<file path="config.mk">
export PLATFORM = sky130hd
export DESIGN_NAME = screen_cell_text_encoder
export DESIGN_NICKNAME = d
export VERILOG_FILES = /design/src/design/sce_pkg.sv /design/src/design/sce_front.sv /design/src/design/sce_queue.sv /design/src/design/sce_back.sv /design/src/design/screen_cell_text_encoder.sv
export SDC_FILE = /design/constraint.sdc
export NUM_CORES = 1
export LEC_CHECK = 0
export ABC_AREA = 1
export ABC_CLOCK_PERIOD_IN_PS = 4400
export BUFFER_PORTS_ARGS = -buffer_cell sky130_fd_sc_hd__buf_2
export CORE_AREA = 5 5 150 187
export DETAILED_ROUTE_END_ITERATION = 6
export DIE_AREA = 0 0 155 192
export GPL_TIMING_DRIVEN = 0
export SYNTH_ARGS = -nofsm -noshare
export SYNTH_HDL_FRONTEND = slang
export SYNTH_SLANG_ARGS = --single-unit
</file>
<file path="constraint.sdc">
create_clock -name aclk -period 4.4 [get_ports aclk]
set_input_delay 0.44 -clock aclk [delete_from_list [all_inputs] [get_ports aclk]]
set_output_delay 0.44 -clock aclk [all_outputs]
set_load 0.02 [all_outputs]
</file>
<file path="src/design/sce_pkg.sv">
// Package of the screen cell text encoder: codes, byte constants and the
// configuration and command structs passed between front, queue and back.
`timescale 1ns / 1ps

package sce_pkg;

    typedef enum logic [1:0] {
        KC_NONE = 2'd0,
        KC_EUC  = 2'd1,
        KC_JIS  = 2'd2,
        KC_SJIS = 2'd3
    } kanji_code_t;

    typedef enum logic [1:0] {
        SH_ASCII = 2'd0,
        SH_KANJI = 2'd1,
        SH_KANA  = 2'd2
    } shift_mode_t;

    typedef enum logic [1:0] {
        CFG_KANJI_CODE      = 2'd0,
        CFG_KANJI_SELECT    = 2'd1,
        CFG_ASCII_SELECT    = 2'd2,
        CFG_KEEP_RENDITIONS = 2'd3
    } cfg_index_t;

    // Output segments of one transaction, emitted in this order
    typedef enum logic [2:0] {
        SEG_REND_OFF  = 3'd0,
        SEG_REV_ON    = 3'd1,
        SEG_UL_ON     = 3'd2,
        SEG_SHIFT     = 3'd3,
        SEG_CLOSE_OFF = 3'd4,
        SEG_CHAR0     = 3'd5,
        SEG_CHAR1     = 3'd6
    } seg_t;

    localparam int NUM_SEGS = 7;

    localparam logic [7:0] CH_ESC      = 8'h1b;
    localparam logic [7:0] CH_LBRACKET = 8'h5b;
    localparam logic [7:0] CH_LPAREN   = 8'h28;
    localparam logic [7:0] CH_DOLLAR   = 8'h24;
    localparam logic [7:0] CH_M        = 8'h6d;
    localparam logic [7:0] CH_SEVEN    = 8'h37;
    localparam logic [7:0] CH_FOUR     = 8'h34;
    localparam logic [7:0] CH_KANA_SEL = 8'h49;
    localparam logic [7:0] CH_NEWLINE  = 8'h0a;
    localparam logic [7:0] CH_PLUS     = 8'h2b;
    localparam logic [7:0] CH_MINUS    = 8'h2d;
    localparam logic [7:0] CH_BAR      = 8'h7c;
    localparam logic [7:0] CH_SPACE    = 8'h20;
    localparam logic [7:0] CH_QMARK    = 8'h3f;
    localparam logic [7:0] EUC_SS2     = 8'h8e;

    typedef struct packed {
        kanji_code_t kanji_code;
        logic [7:0]  kanji_select;
        logic [7:0]  ascii_select;
        logic        keep_renditions;
    } cfg_t;

    typedef struct packed {
        logic [NUM_SEGS-1:0] seg_mask;
        logic [7:0]          esc_b2;
        logic [7:0]          esc_b3;
        logic [7:0]          char0;
        logic [7:0]          char1;
    } cmd_t;

endpackage

</file>
<file path="src/design/sce_front.sv">
// Front of the screen cell text encoder: classifies each cell, keeps the
// shift and rendition state and builds a compact command. Uses sce_pkg.
`timescale 1ns / 1ps

module sce_front import sce_pkg::*; (
    input  logic        aclk,
    input  logic        aresetn,
    input  cfg_t        cfg,
    input  logic        accept,
    input  logic        op,
    input  logic [15:0] char_code,
    input  logic        is_graphic,
    input  logic        is_kanji_lead,
    input  logic        is_kanji_trail,
    input  logic        reverse,
    input  logic        underline,
    output cmd_t        cmd
);

    shift_mode_t shift_mode_reg, shift_mode_next;
    logic        reverse_on_reg, reverse_on_next;
    logic        underline_on_reg, underline_on_next;

    // Map a line drawing character to plain ASCII
    function automatic logic [7:0] graphic_map(input logic [15:0] c);
        logic [7:0] r;
        r = CH_QMARK;
        if (c[15:8] == 8'h00) begin
            unique case (c[7:0])
                8'h6a, 8'h6b, 8'h6c, 8'h6d, 8'h6e,
                8'h74, 8'h75, 8'h76, 8'h77: r = CH_PLUS;
                8'h71:                      r = CH_MINUS;
                8'h78:                      r = CH_BAR;
                8'h20:                      r = CH_SPACE;
                default:                    r = CH_QMARK;
            endcase
        end
        return r;
    endfunction

    // Build the command and the next state
    always_comb begin
        cmd               = '0;
        shift_mode_next   = shift_mode_reg;
        reverse_on_next   = reverse_on_reg;
        underline_on_next = underline_on_reg;

        if (op) begin
            // end of line: close shift, reset renditions, newline
            if (shift_mode_reg != SH_ASCII) begin
                cmd.seg_mask[SEG_SHIFT] = 1'b1;
                cmd.esc_b2              = CH_LPAREN;
                cmd.esc_b3              = cfg.ascii_select;
            end
            if (cfg.keep_renditions && (reverse_on_reg || underline_on_reg)) begin
                cmd.seg_mask[SEG_CLOSE_OFF] = 1'b1;
            end
            cmd.seg_mask[SEG_CHAR0] = 1'b1;
            cmd.char0               = CH_NEWLINE;
            shift_mode_next         = SH_ASCII;
            reverse_on_next         = 1'b0;
            underline_on_next       = 1'b0;
        end else begin
            if (cfg.keep_renditions) begin
                cmd.seg_mask[SEG_REND_OFF] = (reverse_on_reg && !reverse) ||
                                             (underline_on_reg && !underline);
                cmd.seg_mask[SEG_REV_ON]   = !reverse_on_reg && reverse;
                cmd.seg_mask[SEG_UL_ON]    = !underline_on_reg && underline;
                reverse_on_next            = reverse;
                underline_on_next          = underline;
            end

            priority if (is_graphic) begin
                if (cfg.kanji_code == KC_JIS && shift_mode_reg != SH_ASCII) begin
                    cmd.seg_mask[SEG_SHIFT] = 1'b1;
                    cmd.esc_b2              = CH_LPAREN;
                    cmd.esc_b3              = cfg.ascii_select;
                    shift_mode_next         = SH_ASCII;
                end
                cmd.seg_mask[SEG_CHAR0] = 1'b1;
                cmd.char0               = graphic_map(char_code);
            end else if (is_kanji_lead) begin
                cmd.seg_mask[SEG_CHAR0] = 1'b1;
                cmd.seg_mask[SEG_CHAR1] = 1'b1;
                unique case (cfg.kanji_code)
                    KC_JIS: begin
                        if (shift_mode_reg != SH_KANJI) begin
                            cmd.seg_mask[SEG_SHIFT] = 1'b1;
                            cmd.esc_b2              = CH_DOLLAR;
                            cmd.esc_b3              = cfg.kanji_select;
                            shift_mode_next         = SH_KANJI;
                        end
                        cmd.char0 = {1'b0, char_code[14:8]};
                        cmd.char1 = {1'b0, char_code[6:0]};
                    end
                    KC_SJIS: begin
                        cmd.char0 = char_code[15:8];
                        cmd.char1 = char_code[7:0];
                    end
                    default: begin
                        cmd.char0 = {1'b1, char_code[14:8]};
                        cmd.char1 = {1'b1, char_code[6:0]};
                    end
                endcase
            end else if (is_kanji_trail) begin
                // second half of a kanji: no character bytes
                cmd.char0 = '0;
            end else if (char_code[7]) begin
                unique case (cfg.kanji_code)
                    KC_JIS: begin
                        if (shift_mode_reg != SH_KANA) begin
                            cmd.seg_mask[SEG_SHIFT] = 1'b1;
                            cmd.esc_b2              = CH_LPAREN;
                            cmd.esc_b3              = CH_KANA_SEL;
                            shift_mode_next         = SH_KANA;
                        end
                        cmd.seg_mask[SEG_CHAR0] = 1'b1;
                        cmd.char0               = {1'b0, char_code[6:0]};
                    end
                    KC_SJIS: begin
                        cmd.seg_mask[SEG_CHAR0] = 1'b1;
                        cmd.char0               = char_code[7:0];
                    end
                    default: begin
                        cmd.seg_mask[SEG_CHAR0] = 1'b1;
                        cmd.seg_mask[SEG_CHAR1] = 1'b1;
                        cmd.char0               = EUC_SS2;
                        cmd.char1               = char_code[7:0];
                    end
                endcase
            end else begin
                if (cfg.kanji_code == KC_JIS && shift_mode_reg != SH_ASCII) begin
                    cmd.seg_mask[SEG_SHIFT] = 1'b1;
                    cmd.esc_b2              = CH_LPAREN;
                    cmd.esc_b3              = cfg.ascii_select;
                    shift_mode_next         = SH_ASCII;
                end
                cmd.seg_mask[SEG_CHAR0] = 1'b1;
                cmd.char0               = {1'b0, char_code[6:0]};
            end
        end
    end

    // Advance the state on each accepted transaction
    always_ff @(posedge aclk) begin
        if (!aresetn) begin
            shift_mode_reg   <= SH_ASCII;
            reverse_on_reg   <= 1'b0;
            underline_on_reg <= 1'b0;
        end else if (accept) begin
            shift_mode_reg   <= shift_mode_next;
            reverse_on_reg   <= reverse_on_next;
            underline_on_reg <= underline_on_next;
        end
    end

endmodule

</file>
<file path="src/design/sce_queue.sv">
// Command queue between front and back of the screen cell text encoder.
// A small circular buffer of cmd_t entries; uses sce_pkg.
`timescale 1ns / 1ps

module sce_queue import sce_pkg::*; #(
    parameter int DEPTH = 4
) (
    input  logic aclk,
    input  logic aresetn,
    input  logic push,
    input  cmd_t push_data,
    input  logic pop,
    output cmd_t head,
    output logic not_empty,
    output logic not_full
);

    localparam int PTR_W = (DEPTH > 1) ? $clog2(DEPTH) : 1;
    localparam int CNT_W = $clog2(DEPTH + 1);

    cmd_t             mem_reg [DEPTH];
    logic [PTR_W-1:0] wr_ptr_reg, wr_ptr_next;
    logic [PTR_W-1:0] rd_ptr_reg, rd_ptr_next;
    logic [CNT_W-1:0] count_reg, count_next;

    assign not_empty = (count_reg != '0);
    assign not_full  = (count_reg != CNT_W'(DEPTH));
    assign head      = mem_reg[rd_ptr_reg];

    // Wrap pointers and track fill level
    always_comb begin
        wr_ptr_next = wr_ptr_reg;
        rd_ptr_next = rd_ptr_reg;
        count_next  = count_reg;
        if (push) begin
            wr_ptr_next = (wr_ptr_reg == PTR_W'(DEPTH - 1)) ? '0 : wr_ptr_reg + 1'b1;
        end
        if (pop) begin
            rd_ptr_next = (rd_ptr_reg == PTR_W'(DEPTH - 1)) ? '0 : rd_ptr_reg + 1'b1;
        end
        if (push && !pop) begin
            count_next = count_reg + 1'b1;
        end else if (pop && !push) begin
            count_next = count_reg - 1'b1;
        end
    end

    always_ff @(posedge aclk) begin
        if (!aresetn) begin
            wr_ptr_reg <= '0;
            rd_ptr_reg <= '0;
            count_reg  <= '0;
        end else begin
            wr_ptr_reg <= wr_ptr_next;
            rd_ptr_reg <= rd_ptr_next;
            count_reg  <= count_next;
        end
    end

    // Store entries; payload needs no reset
    always_ff @(posedge aclk) begin
        if (push) begin
            mem_reg[wr_ptr_reg] <= push_data;
        end
    end

endmodule

</file>
<file path="src/design/sce_back.sv">
// Back of the screen cell text encoder: expands one command into bytes,
// one per cycle unless m_ready stalls, into a registered output stage. Uses sce_pkg.
`timescale 1ns / 1ps

module sce_back import sce_pkg::*; (
    input  logic       aclk,
    input  logic       aresetn,
    input  cmd_t       head,
    input  logic       q_not_empty,
    output logic       pop,
    output logic       m_valid,
    input  logic       m_ready,
    output logic [7:0] m_out_byte,
    output logic       m_last
);

    logic [NUM_SEGS-1:0] mask_reg, mask_next;
    cmd_t                work_reg, work_next;
    logic [1:0]          sub_reg, sub_next;
    logic                out_valid_reg, out_valid_next;
    logic [7:0]          out_byte_reg, out_byte_next;
    logic                out_last_reg, out_last_next;

    seg_t                cur_seg;
    logic [NUM_SEGS-1:0] rest_mask;
    logic [1:0]          seg_last_sub;
    logic [7:0]          cur_byte;
    logic                busy;
    logic                seg_end;
    logic                item_end;
    logic                load_out;
    logic                emit;

    assign m_valid    = out_valid_reg;
    assign m_out_byte = out_byte_reg;
    assign m_last     = out_last_reg;

    // Pick the lowest pending segment
    always_comb begin
        priority if (mask_reg[SEG_REND_OFF])  cur_seg = SEG_REND_OFF;
        else if (mask_reg[SEG_REV_ON])        cur_seg = SEG_REV_ON;
        else if (mask_reg[SEG_UL_ON])         cur_seg = SEG_UL_ON;
        else if (mask_reg[SEG_SHIFT])         cur_seg = SEG_SHIFT;
        else if (mask_reg[SEG_CLOSE_OFF])     cur_seg = SEG_CLOSE_OFF;
        else if (mask_reg[SEG_CHAR0])         cur_seg = SEG_CHAR0;
        else                                  cur_seg = SEG_CHAR1;
    end

    // Select the byte of the current segment
    always_comb begin
        rest_mask          = mask_reg;
        rest_mask[cur_seg] = 1'b0;
        seg_last_sub       = 2'd0;
        cur_byte           = CH_ESC;
        unique case (cur_seg)
            SEG_REND_OFF, SEG_CLOSE_OFF: begin
                seg_last_sub = 2'd2;
                unique case (sub_reg)
                    2'd0:    cur_byte = CH_ESC;
                    2'd1:    cur_byte = CH_LBRACKET;
                    default: cur_byte = CH_M;
                endcase
            end
            SEG_REV_ON, SEG_UL_ON: begin
                seg_last_sub = 2'd3;
                unique case (sub_reg)
                    2'd0:    cur_byte = CH_ESC;
                    2'd1:    cur_byte = CH_LBRACKET;
                    2'd2:    cur_byte = (cur_seg == SEG_REV_ON) ? CH_SEVEN : CH_FOUR;
                    default: cur_byte = CH_M;
                endcase
            end
            SEG_SHIFT: begin
                seg_last_sub = 2'd2;
                unique case (sub_reg)
                    2'd0:    cur_byte = CH_ESC;
                    2'd1:    cur_byte = work_reg.esc_b2;
                    default: cur_byte = work_reg.esc_b3;
                endcase
            end
            SEG_CHAR0: cur_byte = work_reg.char0;
            SEG_CHAR1: cur_byte = work_reg.char1;
            default:   cur_byte = work_reg.char1;
        endcase
    end

    // Sequence bytes and fetch the next command without a bubble
    always_comb begin
        busy     = (mask_reg != '0);
        seg_end  = (sub_reg == seg_last_sub);
        item_end = seg_end && (rest_mask == '0);
        load_out = !out_valid_reg || m_ready;
        emit     = load_out && busy;
        pop      = q_not_empty && (!busy || (emit && item_end));

        mask_next      = mask_reg;
        work_next      = work_reg;
        sub_next       = sub_reg;
        out_valid_next = out_valid_reg;
        out_byte_next  = out_byte_reg;
        out_last_next  = out_last_reg;

        if (emit) begin
            out_valid_next = 1'b1;
            out_byte_next  = cur_byte;
            out_last_next  = item_end;
            if (seg_end) begin
                mask_next = rest_mask;
                sub_next  = 2'd0;
            end else begin
                sub_next = sub_reg + 2'd1;
            end
        end else if (load_out) begin
            out_valid_next = 1'b0;
        end

        if (pop) begin
            mask_next = head.seg_mask;
            work_next = head;
            sub_next  = 2'd0;
        end
    end

    always_ff @(posedge aclk) begin
        if (!aresetn) begin
            mask_reg      <= '0;
            sub_reg       <= 2'd0;
            out_valid_reg <= 1'b0;
        end else begin
            mask_reg      <= mask_next;
            sub_reg       <= sub_next;
            out_valid_reg <= out_valid_next;
        end
    end

    // Hold payload; no reset needed
    always_ff @(posedge aclk) begin
        work_reg     <= work_next;
        out_byte_reg <= out_byte_next;
        out_last_reg <= out_last_next;
    end

endmodule

</file>
<file path="src/design/screen_cell_text_encoder.sv">
// Throughput: one output byte per cycle unless m_ready stalls it; a transaction
// causes 0 to 13 bytes, the byte sequencer in sce_back being the limit.
// Path: queue, then the sce_back work registers, then the output register;
// the queue lets the input run ahead.
// Reset (aresetn low, synchronous): clears shift and rendition state, empties
// the queue and the output stage, and restores the configuration defaults.
`timescale 1ns / 1ps

module screen_cell_text_encoder import sce_pkg::*; #(
    parameter int QUEUE_DEPTH = 4
) (
    input  logic        aclk,
    input  logic        aresetn,
    input  logic        cfg_wr_en,
    input  logic [1:0]  cfg_index,
    input  logic [7:0]  cfg_wdata,
    input  logic        s_valid,
    output logic        s_ready,
    input  logic        s_op,
    input  logic [15:0] s_char_code,
    input  logic        s_is_graphic,
    input  logic        s_is_kanji_lead,
    input  logic        s_is_kanji_trail,
    input  logic        s_reverse,
    input  logic        s_underline,
    output logic        m_valid,
    input  logic        m_ready,
    output logic [7:0]  m_out_byte,
    output logic        m_last
);

    cfg_t cfg_reg, cfg_next;
    cmd_t front_cmd;
    cmd_t q_head;
    logic accept;
    logic push;
    logic pop;
    logic q_not_empty;
    logic q_not_full;

    assign s_ready = q_not_full;
    assign accept  = s_valid && s_ready;
    // drop transactions that cause no bytes
    assign push    = accept && (front_cmd.seg_mask != '0);

    // Configuration writes
    always_comb begin
        cfg_next = cfg_reg;
        if (cfg_wr_en) begin
            unique case (cfg_index_t'(cfg_index))
                CFG_KANJI_CODE:      cfg_next.kanji_code      = kanji_code_t'(cfg_wdata[1:0]);
                CFG_KANJI_SELECT:    cfg_next.kanji_select    = cfg_wdata;
                CFG_ASCII_SELECT:    cfg_next.ascii_select    = cfg_wdata;
                CFG_KEEP_RENDITIONS: cfg_next.keep_renditions = cfg_wdata[0];
                default:             cfg_next = cfg_reg;
            endcase
        end
    end

    always_ff @(posedge aclk) begin
        if (!aresetn) begin
            cfg_reg.kanji_code      <= KC_NONE;
            cfg_reg.kanji_select    <= 8'd66;
            cfg_reg.ascii_select    <= 8'd66;
            cfg_reg.keep_renditions <= 1'b0;
        end else begin
            cfg_reg <= cfg_next;
        end
    end

    sce_front u_front (
        .aclk           (aclk),
        .aresetn        (aresetn),
        .cfg            (cfg_reg),
        .accept         (accept),
        .op             (s_op),
        .char_code      (s_char_code),
        .is_graphic     (s_is_graphic),
        .is_kanji_lead  (s_is_kanji_lead),
        .is_kanji_trail (s_is_kanji_trail),
        .reverse        (s_reverse),
        .underline      (s_underline),
        .cmd            (front_cmd)
    );

    sce_queue #(
        .DEPTH (QUEUE_DEPTH)
    ) u_queue (
        .aclk      (aclk),
        .aresetn   (aresetn),
        .push      (push),
        .push_data (front_cmd),
        .pop       (pop),
        .head      (q_head),
        .not_empty (q_not_empty),
        .not_full  (q_not_full)
    );

    sce_back u_back (
        .aclk        (aclk),
        .aresetn     (aresetn),
        .head        (q_head),
        .q_not_empty (q_not_empty),
        .pop         (pop),
        .m_valid     (m_valid),
        .m_ready     (m_ready),
        .m_out_byte  (m_out_byte),
        .m_last      (m_last)
    );

endmodule

</file>
==> metrics.cfg <==
[route]
num_vias=6493
dr.pass1.iters=5
detail-route-antenna-nets=0
postRouteWirelength_mm=21.7
routed_via_density=5.03
wl_per_cell_um=16.8
drc=0
drt_iter0_markers=450

[floorplanning]
die_w_um=155
io_pins=48
row_count=66
start_util=0.344
core_area_um2=26000
die_h_um=192
dieArea_um2=29800

[timing]
setup_viol=0
finalMaxSlewViolations=0
rsz0062_at_grt=no
tightestPinTransition_ps=1030
skew_ps=11.2
worst_slack_ps=1420
max_slew_margin=0.311
min_period_over_period=0.677
final-hold-violation-count=0
fmax_ghz=0.336
period_needed_ps=2980

[setup_path]
crit_path_max_fanout=9
r2r_end=u_queue.count_reg[2]
cp-end-kind=register
reg2reg_from=u_queue.count_reg[0]
crit_arrival_ps=3370
cp_cell_sequence=nor2_1 -> a21boi_0 -> nand2_1 -> inv_1 -> ha_1 -> inv_1 -> fa_1 -> a21oi_1 -> o21ai_0 -> o21ai_0 -> a21oi_1
reg2reg_setup_slack_ps=1420
path_class=reg -> reg
cpPeakStageDelay_ps=600
cp_data_required_time_ps=4790
crit_path_start_kind=register
r2r_cells=11
slowest_stage=a21boi_0

[synth]
ys_types=37
synth_area_um2=8960
synth_edf_count=168
syn_inst=856
synth_top_cells_by_count=edfxtp_1, nor2_1, o21ai_0
ys_top_cells_by_area=edfxtp_1, dfxtp_1, o21ai_0
synth.largest_area_cell=edfxtp_1
yosysWarnings=0
yosysMostFrequentCell=edfxtp_1
yosys_register_bits=210
ys_seq_area_frac=0.657
async_reset_ff_frac=0
synth_area_per_cell_um2=10.5
synth-main-ff-cell=edfxtp_1
syn-num-nets=905
synth_top_area_frac=0.563

[cells_and_area]
regArea_um2=5890
antenna_cells=0
final_nets=981
utilization=0.402
multi_input_area_um2=2660
fill_cells=2501
largest_register_ffs=132
drive_gt1_frac=0.108
syn_to_final_growth_pct=16.8

[power]
vdd_ir_drop_max_v=0.000293
p_per_area_nw_per_um2=616
power_leakage_nw=3.84

[grt]
grtUsageTotal=0.147
antenna_found_initial=0
grt_pass1_wl_mm=34.5
gr-total-overflow=0
grt_start_max_net_pins=37
grt_pass1_vias=6366

[min_path]
hold_depth=3
hold-path-endpoint=cfg_reg[15]
hp-start=cfg_wdata[6]
hp-class=in -> reg

[clock_tree]
clkTransAtPathRegs_ps=60
cts_buffer_depth=3
tritoncts=done
cts_buffers=24
cts_sinks=210
cts.hold.buffers_added=0
clock-root-buffer=clkbuf_16
cts_resized=0
worstSkewPairLatency_ps=500
post-cts-setup-buffers=0
htree_num_levels=1

[placement]
gp_congestion=0.875
port_buffers=46
pre_cts_ws_ps=1290
dp_hpwl_mm=15.8

[run_status]
outcome=complete, no violations

[job]
maxCapViolCount=0

-- layout by cell type (no fill, tap or decap), types with 3 or more instances in the layout --
cell | netlist | final
nand4_1 | 5 | 5
inv_1 | 85 | 85
o21ai_0 | 122 | 122
nand3_1 | 38 | 38
clkbuf_1 | 23 | 32
nand2_2 | 3 | 3
a31oi_1 | 6 | 6
nand2_1 | 87 | 87
o211ai_1 | 8 | 8
nor2_4 | 0 | 4
buf_2 | 3 | 49
o21ai_1 | 3 | 3
ha_1 | 11 | 11
buf_1 | 3 | 3
a21oi_1 | 41 | 41
dfxtp_1 | 42 | 42
clkinv_1 | 1 | 3
nor2_2 | 4 | 4
nor3_1 | 13 | 13
o22ai_1 | 37 | 37
a211oi_1 | 4 | 4
clkinv_2 | 0 | 5
edfxtp_1 | 168 | 168
nor2_1 | 129 | 125
clkbuf_16 | 0 | 25
or2_2 | 3 | 3
-- routing by layer --
metal | vias up | track usage | share of wire | wire (µm)
met5 | - | 0 | 0 | 0
met4 | 0 | 0.0516 | 0.028 | 602
met3 | 39 | 0.0194 | 0.051 | 1110
met2 | 184 | 0.254 | 0.48 | 10400
met1 | 3092 | 0.189 | 0.44 | 9540
li1 | 3178 | - | - | -
-- area by class of cell --
| class | count | area share |
|---|---|---|
| buffer | 30 | 0.0118 |
| clock buffer | 35 | 0.0643 |
| clock inverter | 9 | 0.00478 |
| inverter | 86 | 0.0308 |
| multi-input combinational | 530 | 0.254 |
| sequential | 210 | 0.562 |
| tap | 340 | 0.0407 |
| timing repair buffer | 50 | 0.0311 |
-- where the power goes --
part	switching, mW	internal [mW]	leakage (nW)
Sequential	0.137	2.67	1.92
Combinational	1.29	0.533	1.57
Clock	0.754	1.06	0.357
-- through the flow --
step                      cells  area, µm²  TNS [ps]  power (mW)  hold WS [ps]
after detailed placement   1246       9740         0        4.68           455
after CTS                  1290      10500         0        6.49           160
after floorplan             856       8960         0        4.06           430
final                      1290      10500         0        6.44           171
after global routing       1290      10500         0        6.82           202
after global placement     1242       9620    -25200        4.63           450
-- critical path: cells and delay by family (launching register included) --
kind,cells,cell delay [ps]
flip-flops,1,410
AO/OA/AOI/OAI,5,1070
AND/OR/NAND/NOR,2,580
buffers and inverters,2,220
adder cells (fa/ha/maj),2,580
-- worst max-delay path by stage --
stage / start / end / slack (ps) / cells after the start
finish: u_queue.count_reg[0] / u_queue.count_reg[2] / 1420 / 11
global route: u_queue.count_reg[0] / u_queue.count_reg[2] / 1160 / 11
CTS: u_queue.count_reg[0] / u_queue.count_reg[2] / 1370 / 11
detailed placement: s_is_graphic / u_queue.count_reg[1] / 1290 / 12
global placement: s_valid / u_queue.mem_reg[2][2] / -230 / 4
floorplan: s_is_graphic / u_queue.mem_reg[0][0] / 1510 / 7
-- kinds of logic (layout without fill, tap and decap cells) --
family / count (synthesis) / in the layout / synth area share
compound gates: 229 / 229 / 0.140
buf+inv: 116 / 210 / 0.0498
simple gates: 288 / 288 / 0.134
flops: 210 / 210 / 0.657
xor+xnor: 1 / 1 / 0.000978
fa+ha+maj: 12 / 12 / 0.0176
Power figures use the tool's default switching activity.
